## src/hisu_pkg.sv

```systemverilog
`default_nettype none
// ---------------------------------------------------------------------------
// hisu_pkg
// Types and constants shared by the homography inlier scorer.
// ---------------------------------------------------------------------------
package hisu_pkg;

    localparam int ACC_W   = 66;   // accumulator, signed
    localparam int MA_W    = 44;   // multiplier operand a, signed
    localparam int MB_W    = 18;   // multiplier operand b, signed
    localparam int MP_W    = 62;   // product, signed
    localparam int ADJ_W   = 43;   // stored adjugate entry, signed
    localparam int Q_W     = 35;   // projected coordinate, signed Q.16
    localparam int SCORE_W = 36;
    localparam int CHI_W   = 19;

    localparam logic [CHI_W-1:0]   CHI_THR   = 19'd392626;  // 5.991 in Q.16
    localparam logic [SCORE_W-1:0] SCORE_MAX = '1;
    localparam logic [5:0]         SHIFT_MAX = 6'd21;

    localparam logic [63:0] RST_PAIR0 = 64'd4503599628419072;
    localparam logic [63:0] RST_PAIR1 = 64'd0;
    localparam logic [63:0] RST_PAIR2 = 64'd1048576;
    localparam logic [63:0] RST_PAIR3 = 64'd0;
    localparam logic [31:0] RST_LAST  = 32'd1048576;
    localparam logic [23:0] RST_INV   = 24'd65536;

    localparam logic [2:0] REG_PAIR0 = 3'd0;
    localparam logic [2:0] REG_PAIR1 = 3'd1;
    localparam logic [2:0] REG_PAIR2 = 3'd2;
    localparam logic [2:0] REG_PAIR3 = 3'd3;
    localparam logic [2:0] REG_LAST  = 3'd4;
    localparam logic [2:0] REG_INV   = 3'd5;

    typedef struct packed {
        logic valid;
        logic clr;
        logic sub;
        logic shl;
        logic shr;
    } mac_ctl_t;

    // cofactor i = h[p]*h[q] - h[r]*h[s], packed {p,q,r,s}
    function automatic logic [15:0] cof_idx(input logic [3:0] i);
        logic [15:0] r;
        r = 16'h0;
        unique case (i)
            4'd0:    r = {4'd4, 4'd8, 4'd5, 4'd7};
            4'd1:    r = {4'd2, 4'd7, 4'd1, 4'd8};
            4'd2:    r = {4'd1, 4'd5, 4'd2, 4'd4};
            4'd3:    r = {4'd5, 4'd6, 4'd3, 4'd8};
            4'd4:    r = {4'd0, 4'd8, 4'd2, 4'd6};
            4'd5:    r = {4'd2, 4'd3, 4'd0, 4'd5};
            4'd6:    r = {4'd3, 4'd7, 4'd4, 4'd6};
            4'd7:    r = {4'd1, 4'd6, 4'd0, 4'd7};
            4'd8:    r = {4'd0, 4'd4, 4'd1, 4'd3};
            default: r = 16'h0;
        endcase
        return r;
    endfunction

endpackage
`default_nettype wire

```

## src/hisu_mac.sv

```systemverilog
`default_nettype none
// ---------------------------------------------------------------------------
// hisu_mac
// Shared signed multiplier with registered product and accumulator.
// ---------------------------------------------------------------------------
module hisu_mac (
    input  wire logic                              aclk,
    input  wire logic                              aresetn,
    input  wire logic signed [hisu_pkg::MA_W-1:0]  op_a,
    input  wire logic signed [hisu_pkg::MB_W-1:0]  op_b,
    input  wire hisu_pkg::mac_ctl_t                ctl,
    output logic signed [hisu_pkg::ACC_W-1:0]      acc
);

    logic signed [hisu_pkg::MP_W-1:0]  prod_reg;
    logic signed [hisu_pkg::MP_W-1:0]  prod_next;
    hisu_pkg::mac_ctl_t                ctl_reg;
    logic signed [hisu_pkg::ACC_W-1:0] acc_reg;
    logic signed [hisu_pkg::ACC_W-1:0] acc_next;
    logic signed [hisu_pkg::ACC_W-1:0] base;
    logic signed [hisu_pkg::ACC_W-1:0] term;

    assign prod_next = op_a * op_b;

    always_comb begin
        term = {{(hisu_pkg::ACC_W - hisu_pkg::MP_W){prod_reg[hisu_pkg::MP_W-1]}}, prod_reg};
        if (ctl_reg.shl) begin
            term = term <<< 16;
        end
        if (ctl_reg.clr) begin
            base = '0;
        end else if (ctl_reg.shr) begin
            base = acc_reg >>> 16;
        end else begin
            base = acc_reg;
        end
        acc_next = ctl_reg.sub ? base - term : base + term;
    end

    always_ff @(posedge aclk) begin
        if (!aresetn) begin
            ctl_reg <= '0;
        end else begin
            ctl_reg <= ctl;
        end
        prod_reg <= prod_next;
        if (ctl_reg.valid) begin
            acc_reg <= acc_next;
        end
    end

    assign acc = acc_reg;

endmodule
`default_nettype wire

```

## config.mk

```make
export PLATFORM = sky130hd
export DESIGN_NAME = hisu_mac
export DESIGN_NICKNAME = d
export VERILOG_FILES = /design/src/hisu_pkg.sv /design/src/hisu_mac.sv
export SDC_FILE = /design/constraint.sdc
export NUM_CORES = 2
export LEC_CHECK = 0
export BUFFER_PORTS_ARGS = -buffer_cell sky130_fd_sc_hd__buf_4
export CAP_MARGIN = 30
export CORE_MARGIN = 4
export CORE_UTILIZATION = 51
export DETAILED_ROUTE_END_ITERATION = 10
export PLACE_DENSITY = 0.79
export SLEW_MARGIN = 10
export SYNTH_ARGS = -nofsm -noshare
export SYNTH_HDL_FRONTEND = slang
export SYNTH_SLANG_ARGS = --single-unit
export TNS_END_PERCENT = 10
```

## constraint.sdc

```tcl
create_clock -name aclk -period 13.5 [get_ports aclk]
set_input_delay 0 -clock aclk [delete_from_list [all_inputs] [get_ports aclk]]
set_output_delay 0 -clock aclk [all_outputs]
set_load 0.005 [all_outputs]
```

==> results.json <==
{
  "syn_to_final_growth_pct": 5.548,
  "netlist.area_leader.share": 0.4033,
  "cp_num_buf_inv": 3,
  "grt_overflow": 0,
  "dr_total_vias": 29100,
  "fin_crit_sh": 0.4691,
  "die_w_um": 277.5,
  "hpwl_um": 77890,
  "cp_top_family": "adder cells",
  "cts.clk_slew.worst_paths_ns": 0.05,
  "cp-end-kind": "register",
  "drt_iter0_drc": 2815,
  "post-cts-setup-buffers": 0,
  "numCtsBuffers": 17,
  "synth_cell_types": 92,
  "initial_core_util": 0.5162,
  "grt_pass1_vias": 30580,
  "synth_flop_cell": "dfxtp_1",
  "ant_nets": 0,
  "start_kind": "input port",
  "wl_um": 100100,
  "diodes": 0,
  "post-route-drc-count": 0,
  "dp_slack_ns": 6.795,
  "cts_buffer_depth": 2,
  "fin_skew_ns": 0.01385,
  "relSlewSlack": 0.3827,
  "rsz0062_at_grt": "no",
  "worst_skew_pair.late_latency_ns": 0.44,
  "worstSetupPathType": "in -> reg",
  "postSynthAreaPerCell_um2": 8.626,
  "worst_slew_pin_slew_ns": 0.9259,
  "maxCapViolations": 0,
  "grt_start_max_net_pins": 85,
  "synth.top_cells.by_area": "fa_1, inv_1, ha_1",
  "row_count": 98,
  "num_io_pins": 135,
  "syn_nets": 5319,
  "grt_pass1_wl_um": 162700,
  "hold_path_class": "in -> reg",
  "ys.warnings.count": 0,
  "synthArstFlopShare": 0,
  "drive_gt1_frac": 0.05160,
  "die_h_um": 277.5,
  "fin_ws_ns": 7.168,
  "r2r_start": "ctl_reg[1]",
  "yosys.area.top_type": "fa_1",
  "crit_chain": "dlygate4sd3_1 -> buf_4 -> nand2b_1 -> fa_1 -> fa_1 -> inv_1 -> fa_1 -> fa_1 -> fa_1 -> fa_1 -> ha_1 -> a21oi_1 -> o2111ai_1 -> a21oi_1 -> nor2b_1 -> nor3_2 -> o31ai_1 -> a221oi_1 -> nor2_1 -> a221oi_1 -> xnor2_1",
  "antenna_found_initial": 1,
  "fmax_mhz": 157.9,
  "nNetsFinal": 5257,
  "synth_edf_count": 66,
  "critPathMaxFanout": 18,
  "period_needed_ns": 6.332,
  "critPathLaunch": "op_a[0]",
  "grt_use_total": 0.2622,
  "synth-seq-area-share": 0.08974,
  "clock_sinks": 133,
  "hp-start": "op_a[1]",
  "largest_reg_flops": 66,
  "crit_top_cell": "fa_1",
  "synth_area_um2": 37030,
  "critPathMaxStageDelay_ns": 0.56,
  "drtPass1Iterations": 6,
  "worst_path_max_delay_cell": "fa_1",
  "slew_violations": 0,
  "clock-root-buffer": "clkbuf_16",
  "fin_util": 0.5449,
  "status": "finished, final reports clean",
  "core_region_area_um2": 71730,
  "fillerInstances": 6290,
  "syn_inst": 4293,
  "die_area_um2": 76980,
  "synth_common_cells": "inv_1, fa_1, nand2_1",
  "via_per_inst": 5.602,
  "tns_ns": 0,
  "arrival_ns": 6.69,
  "htreeDepth": 4,
  "yosysMostFrequentCell": "inv_1",
  "wl_per_cell_um": 19.27,
  "ys_ff_latch": 133,
  "routabilityCongestion": 0.9575,
  "required_ns": 13.85,
  "hold_viol_final": 0,
  "port_buffers": 134,
  "cts_tree": "built",
  "setup_viol": 0
}
final timing paths:
kind | end | slack [ns] | depth (start not counted)
hold reg to reg | acc[1] | 0.91 | 3
setup / recovery | prod_reg[58] | 7.17 | 21
setup reg to reg | acc[63] | 7.17 | 19
hold / removal | prod_reg[1] | 0.09 | 3
through the flow:
stage | hold slack (ns) | cells | cell area, µm²
finish | 0.09077 | 5194 | 39090
floorplan | 0.1217 | 4293 | 37030
CTS | 0.07794 | 5194 | 39090
global placement | 0.2064 | 5151 | 38360
detailed placement | 0.2130 | 5151 | 38360
global route | 0.1273 | 5194 | 39090
placed cells by master, fill, tap and decap left out, types with 45 or more instances in the layout:
| cell type | n |
|---|---|
| dfxtp_1 | 62 |
| nand2b_1 | 45 |
| buf_4 | 139 |
| fa_1 | 746 |
| ha_1 | 211 |
| xor2_1 | 89 |
| nor2_1 | 194 |
| inv_1 | 872 |
| nand2_1 | 659 |
| o21ai_0 | 92 |
| and2_1 | 233 |
| a21o_1 | 55 |
| edfxtp_1 | 66 |
| mux2i_1 | 87 |
| a21oi_1 | 183 |
| xnor2_1 | 96 |
what timing repair did:
action / 4_1_cts / 5_1_grt
hold buffers: 11 / 0
hold endpoints to repair: 6 / 0
resized for setup: 0 / 0
layout make-up:
| class | instances | area, µm² | area share |
|---|---|---|---|
| Multi-Input combinational cell | 3056 | 29520 | 0.7552 |
| Sequential cell | 133 | 3332 | 0.08525 |
| Inverter | 873 | 3277 | 0.08384 |
| Tap cell | 950 | 1189 | 0.03041 |
| Timing Repair Buffer | 150 | 1154 | 0.02952 |
| Clock buffer | 18 | 429.2 | 0.01098 |
| Clock inverter | 14 | 186.4 | 0.004770 |
cell families after synthesis:
family,Yosys count,synth area share
and+or+nand+nor,1310,0.1649
buffers and inverters,1104,0.1131
adders and majority gates,957,0.4746
AOI/OAI and AO/OA,513,0.08900
xor gates and xnor gates,186,0.04420
DFF,133,0.08974
muxes,90,0.02443
worst reg2reg max path: cells and delay by family, from the launching register on:
kind                     cells  cell delay, ns
flip-flops                   1            0.68
XOR/XNOR                     1            0.21
multiplexers                 1            0.36
buffers and inverters        1            0.85
AND/OR/NAND/NOR             10            2.71
adder cells (fa/ha/maj)      1            0.41
AO/OA/AOI/OAI                5            0.95
per-layer routing:
layer	track usage	part of all wire	vias to the layer above
met5	0	0.000070	-
met4	0.06375	0.025	2
met3	0.05799	0.11	214
met2	0.4275	0.46	1522
met1	0.3597	0.41	14390
li1	-	-	12970
Power is not shown: default switching activity piles up to over one toggle a cycle in this logic, so the estimate is an artifact.
