## src/hisu_pkg.sv

```systemverilog
`default_nettype none
// ---------------------------------------------------------------------------
// hisu_pkg
// Types and constants shared by the homography inlier scorer.
// ---------------------------------------------------------------------------
package hisu_pkg;

    localparam int ACC_W   = 66;   // accumulator, signed
    localparam int MA_W    = 44;   // multiplier operand a, signed
    localparam int MB_W    = 18;   // multiplier operand b, signed
    localparam int MP_W    = 62;   // product, signed
    localparam int ADJ_W   = 43;   // stored adjugate entry, signed
    localparam int Q_W     = 35;   // projected coordinate, signed Q.16
    localparam int SCORE_W = 36;
    localparam int CHI_W   = 19;

    localparam logic [CHI_W-1:0]   CHI_THR   = 19'd392626;  // 5.991 in Q.16
    localparam logic [SCORE_W-1:0] SCORE_MAX = '1;
    localparam logic [5:0]         SHIFT_MAX = 6'd21;

    localparam logic [63:0] RST_PAIR0 = 64'd4503599628419072;
    localparam logic [63:0] RST_PAIR1 = 64'd0;
    localparam logic [63:0] RST_PAIR2 = 64'd1048576;
    localparam logic [63:0] RST_PAIR3 = 64'd0;
    localparam logic [31:0] RST_LAST  = 32'd1048576;
    localparam logic [23:0] RST_INV   = 24'd65536;

    localparam logic [2:0] REG_PAIR0 = 3'd0;
    localparam logic [2:0] REG_PAIR1 = 3'd1;
    localparam logic [2:0] REG_PAIR2 = 3'd2;
    localparam logic [2:0] REG_PAIR3 = 3'd3;
    localparam logic [2:0] REG_LAST  = 3'd4;
    localparam logic [2:0] REG_INV   = 3'd5;

    typedef struct packed {
        logic valid;
        logic clr;
        logic sub;
        logic shl;
        logic shr;
    } mac_ctl_t;

    // cofactor i = h[p]*h[q] - h[r]*h[s], packed {p,q,r,s}
    function automatic logic [15:0] cof_idx(input logic [3:0] i);
        logic [15:0] r;
        r = 16'h0;
        unique case (i)
            4'd0:    r = {4'd4, 4'd8, 4'd5, 4'd7};
            4'd1:    r = {4'd2, 4'd7, 4'd1, 4'd8};
            4'd2:    r = {4'd1, 4'd5, 4'd2, 4'd4};
            4'd3:    r = {4'd5, 4'd6, 4'd3, 4'd8};
            4'd4:    r = {4'd0, 4'd8, 4'd2, 4'd6};
            4'd5:    r = {4'd2, 4'd3, 4'd0, 4'd5};
            4'd6:    r = {4'd3, 4'd7, 4'd4, 4'd6};
            4'd7:    r = {4'd1, 4'd6, 4'd0, 4'd7};
            4'd8:    r = {4'd0, 4'd4, 4'd1, 4'd3};
            default: r = 16'h0;
        endcase
        return r;
    endfunction

endpackage
`default_nettype wire

```

## src/hisu_div.sv

```systemverilog
`default_nettype none
// ---------------------------------------------------------------------------
// hisu_div
// Restoring divider: num/den in Q.16, truncated, magnitude capped at 2^33.
// ---------------------------------------------------------------------------
module hisu_div (
    input  wire logic                              aclk,
    input  wire logic                              aresetn,
    input  wire logic                              start,
    input  wire logic signed [hisu_pkg::ACC_W-1:0] num,
    input  wire logic signed [hisu_pkg::ACC_W-1:0] den,
    output logic                                   done,
    output logic signed [hisu_pkg::Q_W-1:0]        quot
);

    logic [77:0]                    d_reg;
    logic [94:0]                    v_reg;
    logic [33:0]                    q_reg;
    logic [5:0]                     cnt_reg;
    logic                           busy_reg;
    logic                           done_reg;
    logic                           neg_reg;
    logic [hisu_pkg::ACC_W-1:0]     un;
    logic [hisu_pkg::ACC_W-1:0]     ud;
    logic                           ge;
    logic [33:0]                    mag;

    assign un  = num[hisu_pkg::ACC_W-1] ? -num : num;
    assign ud  = den[hisu_pkg::ACC_W-1] ? -den : den;
    assign ge  = {17'b0, d_reg} >= v_reg;
    assign mag = q_reg[33] ? 34'h2_0000_0000 : q_reg;

    always_ff @(posedge aclk) begin
        if (!aresetn) begin
            busy_reg <= 1'b0;
            done_reg <= 1'b0;
            cnt_reg  <= '0;
        end else begin
            done_reg <= 1'b0;
            if (start) begin
                d_reg    <= {un[61:0], 16'b0};
                v_reg    <= {ud[61:0], 33'b0};
                q_reg    <= '0;
                neg_reg  <= num[hisu_pkg::ACC_W-1] ^ den[hisu_pkg::ACC_W-1];
                cnt_reg  <= 6'd34;
                busy_reg <= 1'b1;
            end else if (busy_reg) begin
                if (ge) begin
                    d_reg <= d_reg - v_reg[77:0];
                end
                q_reg   <= {q_reg[32:0], ge};
                v_reg   <= v_reg >> 1;
                cnt_reg <= cnt_reg - 6'd1;
                if (cnt_reg == 6'd1) begin
                    busy_reg <= 1'b0;
                    done_reg <= 1'b1;
                end
            end
        end
    end

    assign done = done_reg;
    assign quot = neg_reg ? -$signed({1'b0, mag}) : $signed({1'b0, mag});

endmodule
`default_nettype wire

```

## config.mk

```make
export PLATFORM = sky130hd
export DESIGN_NAME = hisu_div
export DESIGN_NICKNAME = d
export VERILOG_FILES = /design/src/hisu_pkg.sv /design/src/hisu_div.sv
export SDC_FILE = /design/constraint.sdc
export NUM_CORES = 1
export LEC_CHECK = 0
export BUFFER_PORTS_ARGS = -buffer_cell sky130_fd_sc_hd__buf_2
export CORE_ASPECT_RATIO = 0.5
export CORE_MARGIN = 4
export CORE_UTILIZATION = 45
export CTS_CLUSTER_SIZE = 10
export DETAILED_ROUTE_END_ITERATION = 7
export PLACE_DENSITY_LB_ADDON = 0.25
export RECOVER_POWER = 50
export SLEW_MARGIN = 20
export SYNTH_ARGS = -nofsm -noshare
export SYNTH_HDL_FRONTEND = slang
export SYNTH_SLANG_ARGS = --single-unit
export TNS_END_PERCENT = 100
```

## constraint.sdc

```tcl
create_clock -name aclk -period 11.1 [get_ports aclk]
set_clock_uncertainty 0.05 [all_clocks]
set_input_delay 1.11 -clock aclk [delete_from_list [all_inputs] [get_ports aclk]]
set_output_delay 1.11 -clock aclk [all_outputs]
set_load 0.03 [all_outputs]
```

==> flow_summary.ini <==
[run_status]
outcome = finished, violations left
violations = capacitance limit, slew limit

[critical_path]
r2r_slack_ps = 5040
cp-end-kind = flop
cpPeakStageDelay_ps = 3010
path_depth = 4
worstPathMaxFanout = 180
crit_chain = buf_8 > clkbuf_1 > clkbuf_1 > o21ai_0
r2r-end = v_reg[6]
cp-start-kind = primary input
critical_path_arrival_ps = 7420
required_ps = 11190
crit_start = start
worstRegToRegCells = 2
cp_slowest_cell = clkbuf_1
crit_path_frequent_cell = clkbuf_1
crit_path_end = d_reg[57]
crit_family = buffers and inverters
cp_num_buf_inv = 3
rr_startpoint = busy_reg
worstSetupPathType = primary input to flop

[placement]
globalplace.congestion = 0.8891
dpl.hpwl_um = 31990
io_buffers = 164
place_ws_ps = 6019
place_area_sq_um = 17800

[yosys]
synth-xor-area-share_pct = 11.43
synthMuxAreaShare_pct = 0.2482
synth_area_sq_um = 16630
synth.avg_cell_area_sq_um = 8.646
synth_compound_area_share_pct = 19.71
synthArstFlopShare_pct = 0
yosys.area_share.simple_pct = 19.11
synth_top_family_by_area = compound AO/OA/AOI/OAI gates
synth_warnings = 0
syn-num-nets = 2143
synth_flop_cell = edfxtp_1
synth_cell_types = 71
seq_area_frac_synth_pct = 38.51
synth-seq-cells = 216
synth_fa_ha_area_share_pct = 6.363
synth_cells = 1924
synth_edf_count = 208

[timing]
min_period_ps = 7334
max_freq_ghz = 0.1363
rsz0062_at_grt = false
setup_viol = 0
post-route-period-util_pct = 66.07
drv_slew = 416
worst_pin_slew_ps = 4208
final.setup.worst_slack_ps = 3766
relSlewSlack_pct = -180.5
setup_tns_ps = 0
finalHoldViolations = 0

[clocking]
htree_levels = 1
clk_pin_slew_worst_paths_ps = 60
cts_setup_buffers = 0
cts_hold_buffers = 0
cts-root-buf = clkbuf_16
clock-sinks = 216
cts_resized = 0
cts_buffers = 26
tritoncts = built
worst_skew_pair.late_latency_ps = 550
cts_buffer_depth = 3

[finish]
largest_reg_flops = 95
fillers = 3488
seq_area_sq_um = 6406
multiInputGateArea_sq_um = 9467
final_area_sq_um = 18510
synthToLayoutAreaGrowth_pct = 11.27
num-nets-final = 2250
drive_gt1_share_pct = 10.42

[die]
ios = 171
die_width_um = 279.9
placement_rows = 49
die_h_um = 144.0
core_sq_um = 36170
die_area_sq_um = 40290
start_util_pct = 45.99

[global_route]
antenna_found_initial = 5
gr-total-overflow = 0
gr-usage-all-layers_pct = 21.24
grt_max_degree = 181
grt_pass1_wl_um = 70150
grt_pass1_vias = 13640

[route]
wirelength_um = 43770
vias_per_cell = 5.659
firstDrtPassIters = 5
final_antenna_net_count = 0
vias = 14340
first_iter_violations = 1116
routedWlPerCell_um = 17.28
drcViolationCount = 0

[power]
power_density_nw_per_um2 = 134.1
power_mw = 2.482
power_leakage_nw = 7.205
peakVddDrop_uv = 86.41

[min_path]
worst_hold_path_type = flop to flop
worstHoldStart = v_reg[31]

[run]
drv_cap = 6
-- metal layers --
layer  GRT usage (%)  wire length (um)  vias to the layer above
met5               0                12                        -
met4           5.113               924                        2
met3           4.010              2333                       65
met2           34.49             19840                      306
met1           29.68             20670                     6841
li1                -                 -                     7121
-- area by class of cell --
cell class,instances,share of cell area (%)
diodes,4,0.05408
clock buffers,39,3.894
clock inverters,3,0.08788
inverters,110,2.231
multi-input cells,1504,51.15
flip-flops and latches,216,34.61
well taps,484,3.272
repair buffers,173,4.705
-- stage by stage --
step           util, %  cells  hold slack, ps
2_1_floorplan        -   1924           457.3
3_3_place_gp     49.20   2487           480.0
3_5_place_dp     49.20   2487           490.6
4_1_cts          51.24   2529           508.8
5_1_grt          51.17   2533           528.4
6_report         51.17   2533           502.4
-- power breakdown --
group          internal (mW)  switching, mW
clock                  0.443          0.343
sequential             0.978         0.0280
combinational          0.261          0.428
total                   1.68          0.799
-- cell families (layout without fill, tap and decap cells) --
kind of cell               after synthesis  count (layout)
adders and majority gates               84              84
and+or+nand+nor                        663             663
other                                    0               4
muxes                                    4               4
DFF                                    216             216
buffers and inverters                  204             325
xor gates and xnor gates               217             217
AOI/OAI and AO/OA                      536             536
-- cells in the mapped netlist, types with 3 or more instances --
cell         n  area (sq um)
nor4b_1      4         35.03
o21bai_1     9         67.56
nand2_1    187         701.9
o31ai_1     44         330.3
clkbuf_1    84         315.3
nor3_1      30         150.1
nand3_1     14         70.07
xnor2_1    111         972.2
o2111ai_1    3         26.28
o41ai_1     22         192.7
o21ai_0    167         835.8
a21oi_1    169         845.8
o21a_1      18         135.1
xor2_1     106         928.4
or4_1       16         120.1
a31oi_1     12         75.07
nor2b_1     59         369.1
a21boi_0     9         67.56
or3_1       34         212.7
o211ai_1     4         30.03
and4b_1      3         30.03
mux2i_1      3         30.03
ha_1        83          1039
and3b_1      3         26.28
or2_2       12         75.07
and2_1       3         18.77
nor2_1     213         799.5
nand3b_1     3         22.52
nand2b_1    18         112.6
buf_1        8         30.03
nor4_1      19         118.9
a21o_1      37         277.8
o31ai_2      3         37.54
a211oi_1     8         60.06
a311oi_1     4         35.03
nand4_1     28         175.2
edfxtp_1   208          6246
dfxtp_1      8         160.2
inv_1      110         412.9
and3_1       5         31.28
a221oi_1     3         26.28
-- layout by cell type, fill, tap and decap left out, types with 30 or more instances in the layout --
| cell type | instances |
|---|---|
| or3_1 | 34 |
| a21oi_1 | 169 |
| o31ai_1 | 44 |
| nor2_1 | 213 |
| o21ai_0 | 167 |
| xor2_1 | 106 |
| nor3_1 | 30 |
| buf_2 | 156 |
| edfxtp_1 | 208 |
| xnor2_1 | 111 |
| a21o_1 | 37 |
| ha_1 | 83 |
| nand2_1 | 187 |
| inv_1 | 110 |
| nor2b_1 | 59 |
-- how the worst min path moves through the flow --
stage | to | slack (ps) | cells past startpoint
2_1_floorplan | cnt_reg[4] | 460 | 2
3_3_place_gp | v_reg[20] | 480 | 2
3_5_place_dp | v_reg[25] | 490 | 2
4_1_cts | v_reg[28] | 510 | 2
5_1_grt | v_reg[23] | 530 | 2
6_report | v_reg[30] | 500 | 2
-- worst register-to-register path, cell delays in order, from the launching register on --
cell and delay (ps):
dfxtp_1 470, o21a_1 2110, clkbuf_1 2870
No activity file was read; power rests on OpenSTA's default activity.
